--- config.mk ---
export PLATFORM = sky130hd
export DESIGN_NAME = hhs_queue
export DESIGN_NICKNAME = d
export VERILOG_FILES = /design/src/hdl/heavy_hitter_sketch_update_defines.svh /design/src/hdl/hhs_queue.sv
export SDC_FILE = /design/constraint.sdc
export NUM_CORES = 1
export LEC_CHECK = 0
export ABC_AREA = 1
export ABC_CLOCK_PERIOD_IN_PS = 2570
export BUFFER_PORTS_ARGS = -buffer_cell sky130_fd_sc_hd__buf_2
export CAP_MARGIN = 20
export CORE_ASPECT_RATIO = 0.9
export CORE_MARGIN = 10
export CORE_UTILIZATION = 40
export DETAILED_ROUTE_END_ITERATION = 7
export PLACE_DENSITY = 0.71
export SYNTH_ARGS = -nofsm -noshare
export SYNTH_HDL_FRONTEND = slang
export SYNTH_SLANG_ARGS = --single-unit
--- constraint.sdc ---
create_clock -name clk -period 2.57 [get_ports clk]
set_clock_uncertainty 0.15 [all_clocks]
set_input_delay 0.514 -clock clk [delete_from_list [all_inputs] [get_ports clk]]
set_output_delay 0.514 -clock clk [all_outputs]
set_load 0.05 [all_outputs]
--- src/hdl/heavy_hitter_sketch_update_defines.svh ---
// Assertion macros for the sketch update block.
`ifndef HEAVY_HITTER_SKETCH_UPDATE_DEFINES_SVH
`define HEAVY_HITTER_SKETCH_UPDATE_DEFINES_SVH

// Same-cycle implication, sampled on clk, off while rst_n is low.
`define HHS_ASSERT_IMPLY(label, ante, cons) \
    label: assert property (@(posedge clk) disable iff (!rst_n) (ante) |-> (cons)) \
        else $error("sketch update: implication check failed");

// Next-cycle implication, sampled on clk, off while rst_n is low.
`define HHS_ASSERT_NEXT(label, ante, cons) \
    label: assert property (@(posedge clk) disable iff (!rst_n) (ante) |=> (cons)) \
        else $error("sketch update: next-cycle check failed");

`endif

--- src/hdl/hhs_queue.sv ---
`default_nettype none

module hhs_queue #(
    parameter int WIDTH = 8
) (
    input  wire logic             clk,
    input  wire logic             rst_n,
    input  wire logic             push,
    input  wire logic [WIDTH-1:0] push_data,
    output logic                  full,
    input  wire logic             pop,
    output logic                  head_valid,
    output logic [WIDTH-1:0]      head_data
);

    logic [WIDTH-1:0] slot_reg [2];
    logic             wptr_reg;
    logic             rptr_reg;
    logic [1:0]       fill_reg;

    assign full       = (fill_reg == 2'd2);
    assign head_valid = (fill_reg != 2'd0);
    assign head_data  = slot_reg[rptr_reg];

    always_ff @(posedge clk or negedge rst_n)
    begin
        if (!rst_n)
        begin
            wptr_reg <= 1'b0;
            rptr_reg <= 1'b0;
            fill_reg <= 2'd0;
        end
        else
        begin
            if (push)
            begin
                wptr_reg <= !wptr_reg;
            end
            if (pop)
            begin
                rptr_reg <= !rptr_reg;
            end
            fill_reg <= fill_reg + {1'b0, push} - {1'b0, pop};
        end
    end

    always_ff @(posedge clk)
    begin
        if (push)
        begin
            slot_reg[wptr_reg] <= push_data;
        end
    end

endmodule

`default_nettype wire

# Word level (Yosys, flattened, before mapping)
# Memories as Yosys holds them, arrays and structs flattened.
# Cells that the tools add are included.
totals:
  ramBits: 16
  reg_bits: 4
  input_bits: 12
  output_inout_bits: 10
  n_memories: 1
  wordCells: 12
mem_list:
  columns: ["memory", "words", "width", "read_ports", "rd_clocked_by_memory_dff", "wr", "line", "text"]
  rows:
  - ["slot_reg", 2, 8, 1, 0, 1, "hhs_queue.sv:16", "logic [WIDTH-1:0] slot_reg [2];"]
op_classes:
  n_reduce_logical: 3
  mux: 2
  add_sub_neg: 2
  n_eq_ne: 1
ops:
  columns: ["cell", "count"]
  rows:
  - ["adder 2 x 1 -> 2 bit", 1]
  - ["== test 2 bit (second input constant)", 1]
  - ["logical NOT 1 bit", 2]
  - ["2-to-1 mux 1 bit", 2]
  - ["nonzero test 2 bit", 1]
  - ["subtractor 2 x 1 -> 2 bit", 1]

# Longest topological paths before layout
logic_depth:
  depth_word: 2
  ltp_mapped: 7
  ltp_nobuf: 7

# Worst setup path after synthesis
# Ideal clock, no wire load.
synth_timing:
  kind: "flip-flop to output port"
  start: "reg rptr_reg"
  end: "out head_data[0]"
  setup_slack_ns: 0.315
  t_arrival_ns: 1.591
  required_ns: 1.906
  stages_incl_launch_ff: 3
  cell_sequence: "dfrtp_1 > buf_6 > o21ai_0"
synth_between:
  elab_chain_len: 1
synth_lines:
  columns: ["element", "line", "text"]
  rows:
  - ["from (decl)", "hhs_queue.sv:18", "logic rptr_reg;"]
  - ["from (signal assigned)", "hhs_queue.sv:41", "rptr_reg <= !rptr_reg;"]
  - ["memory (2 x 8 bit)", null, null]
  - ["to (decl)", "hhs_queue.sv:13", "output logic [WIDTH-1:0] head_data"]
# No other way between the ends.

# Worst setup path in the final report
layout_timing:
  start: "reg rptr_reg"
  end: "out head_data[7]"
# Same word-level chain as after synthesis.

==> impl_metrics.toml <==
[global_routing]
grt_pass1_wl_mm = 2.19
grt_pass1_vias = 535
grt_use_total_pct = 6.80
antenna_found_initial = 0
overflow = 0
grt_max_degree = 18

[sta]
max_freq_mhz = 469
setup_violations = 0
period_needed_ns = 2.13
fin_crit_sh_pct = 82.9
hold_violations = 0
timing.final.ws_setup_ns = 0.439
maxSlewViolCount = 0
max_slew_margin_pct = 52.5
rsz0062_at_grt = "false"
fin_setup_tns_ns = 0
hold_ws_ns = 0.256
worst_slew_pin_slew_ns = 0.709

[clock_network]
clock-sinks = 20
cts_setup_buffers = 0
post_cts_resize_count = 0
root_buffer = "clkbuf_4"
insertion_delay_ns = 0.28
htree_levels = 1
tritoncts = "done"
clkTransAtPathRegs_ns = 0.11
holdBufCountCts = 1
clockBufferDepth = 2
tritoncts.num_buffers = 3

[outcome]
status = "finished clean"

[min_path]
min_path_cells = 1
hold_path.class = "primary input to register"

[layout]
final_core_util_pct = 49.8
diodes = 0
largest_reg_flops = 16
drive_gt1_share_pct = 29.7
num-fill-cells = 182
fin_nets = 106
fin_area_um2 = 972
areaGrowthSynthToFinish_pct = 17.0

[setup_path]
reg2reg_depth = 1
worstPathRequired_ns = 1.91
startpoint_type = "register"
criticalPathCategory = "register to output port"
worstPathArrival_ns = 1.47
critPathMaxFanout = 17
end_kind = "output port"

[logic_synthesis]
avgSynthCellArea_um2 = 12.4
synth_area_um2 = 831
ys_ff_latch = 20
syn_inst = 67
yosysSeqAreaShare_pct = 69.9
yosys_warnings = 0
synth_cell_types = 12
syn_nets = 81

[placed_design]
dpl.hpwl_mm = 1.07
dpl_cell_area_um2 = 936
placement.io_buffers = 21
place_ws_ns = 0.731
gp_congestion = 0.710

[routing]
wl_per_cell_um = 12.0
drc = 0
first_pass_iters = 2
ant_nets = 0
drt_iter0_markers = 19
viasPerCell = 4.40
wirelength_mm = 1.40
vias = 510

[die]
die_y_um = 63.2
placementRows = 15
dieArea_mm2 = 0.00430
start_util_pct = 42.6
core-area_mm2 = 0.00195
fp.dieW_um = 68.0
io_pins = 22

[pwr]
peakVddDrop_mv = 0.571
p_per_area_mw_per_mm2 = 1240
p_leak_uw = 0.000460

[run]
drv_cap = 0
-- synth_stat cells --
cell type  count  area (um^2)
ha_1           2         25.0
xor2_1         2         17.5
o21ai_2        3         26.3
nand2_1       15         56.3
buf_12         1         20.0
nand3_1        1         5.00
buf_6          1         11.3
inv_1         15         56.3
edfxtp_1      16          480
nor2_1         2         7.51
dfrtp_1        4          100
o21ai_0        5         25.0
-- per-stage QoR --
stage	instances	total power (uW)
finish	116	1200
global route	116	1280
CTS	116	1220
detailed placement	111	1080
global placement	111	1060
floorplan	67	990
-- where the power goes --
part,internal (uW),switching (uW)
clock network,56.3,87.2
logic,127,428
registers,439,63.7
-- worst max-delay path, cell delays in order (launching register included) --
cell and delay [ns]:
dfrtp_1 0.69, nand2_1 0.08, o21ai_0 0.11, buf_2 0.30
-- worst paths after layout --
kind	slack (ns)	start	end
max in group asynchronous	1.75	rst_n	wptr_reg
worst max register to register	1.07	wptr_reg	slot_reg[0][5]
worst min-delay path	0.26	push_data[0]	slot_reg[0][0]
worst max-delay path	0.44	rptr_reg	head_data[7]
worst min register to register	0.35	wptr_reg	wptr_reg
min in group asynchronous	0.41	rst_n	fill_reg[0]
-- layout make-up --
class | count | area (um^2) | share of cell area [%]
Sequential cell | 20 | 581 | 59.7
Clock inverter | 1 | 3.75 | 0.386
Timing Repair Buffer | 22 | 115 | 11.8
Multi-Input combinational cell | 30 | 163 | 16.7
Clock buffer | 3 | 22.5 | 2.32
Inverter | 15 | 56.3 | 5.79
Tap cell | 25 | 31.3 | 3.22
-- per-layer routing --
layer,vias up,routed length [um],track usage [%]
li1,261,-,-
met1,236,499,6.08
met2,11,734,11.9
met3,2,146,3.36
met4,0,15,3.77
met5,-,0,0
-- cells in the final DEF (no fill, tap or decap) --
cell            n
buf_2          21
edfxtp_1       16
inv_1          15
clkbuf_4        3
o21ai_0         5
ha_1            2
dlygate4sd3_1   1
xor2_1          2
dfrtp_1         4
o21ai_2         3
nand3_1         1
nor2_1          2
nand2_1        15
clkinv_1        1
-- cell families after synthesis --
logic type	count (synthesis)	share of synthesized area [%]
buffers and inverters	17	10.5
AND/OR/NAND/NOR	18	8.28
flip-flops	20	69.9
AO/OA/AOI/OAI	8	6.17
XOR/XNOR	2	2.11
adder cells (fa/ha/maj)	2	3.01
(Power assumes the default switching activity.)
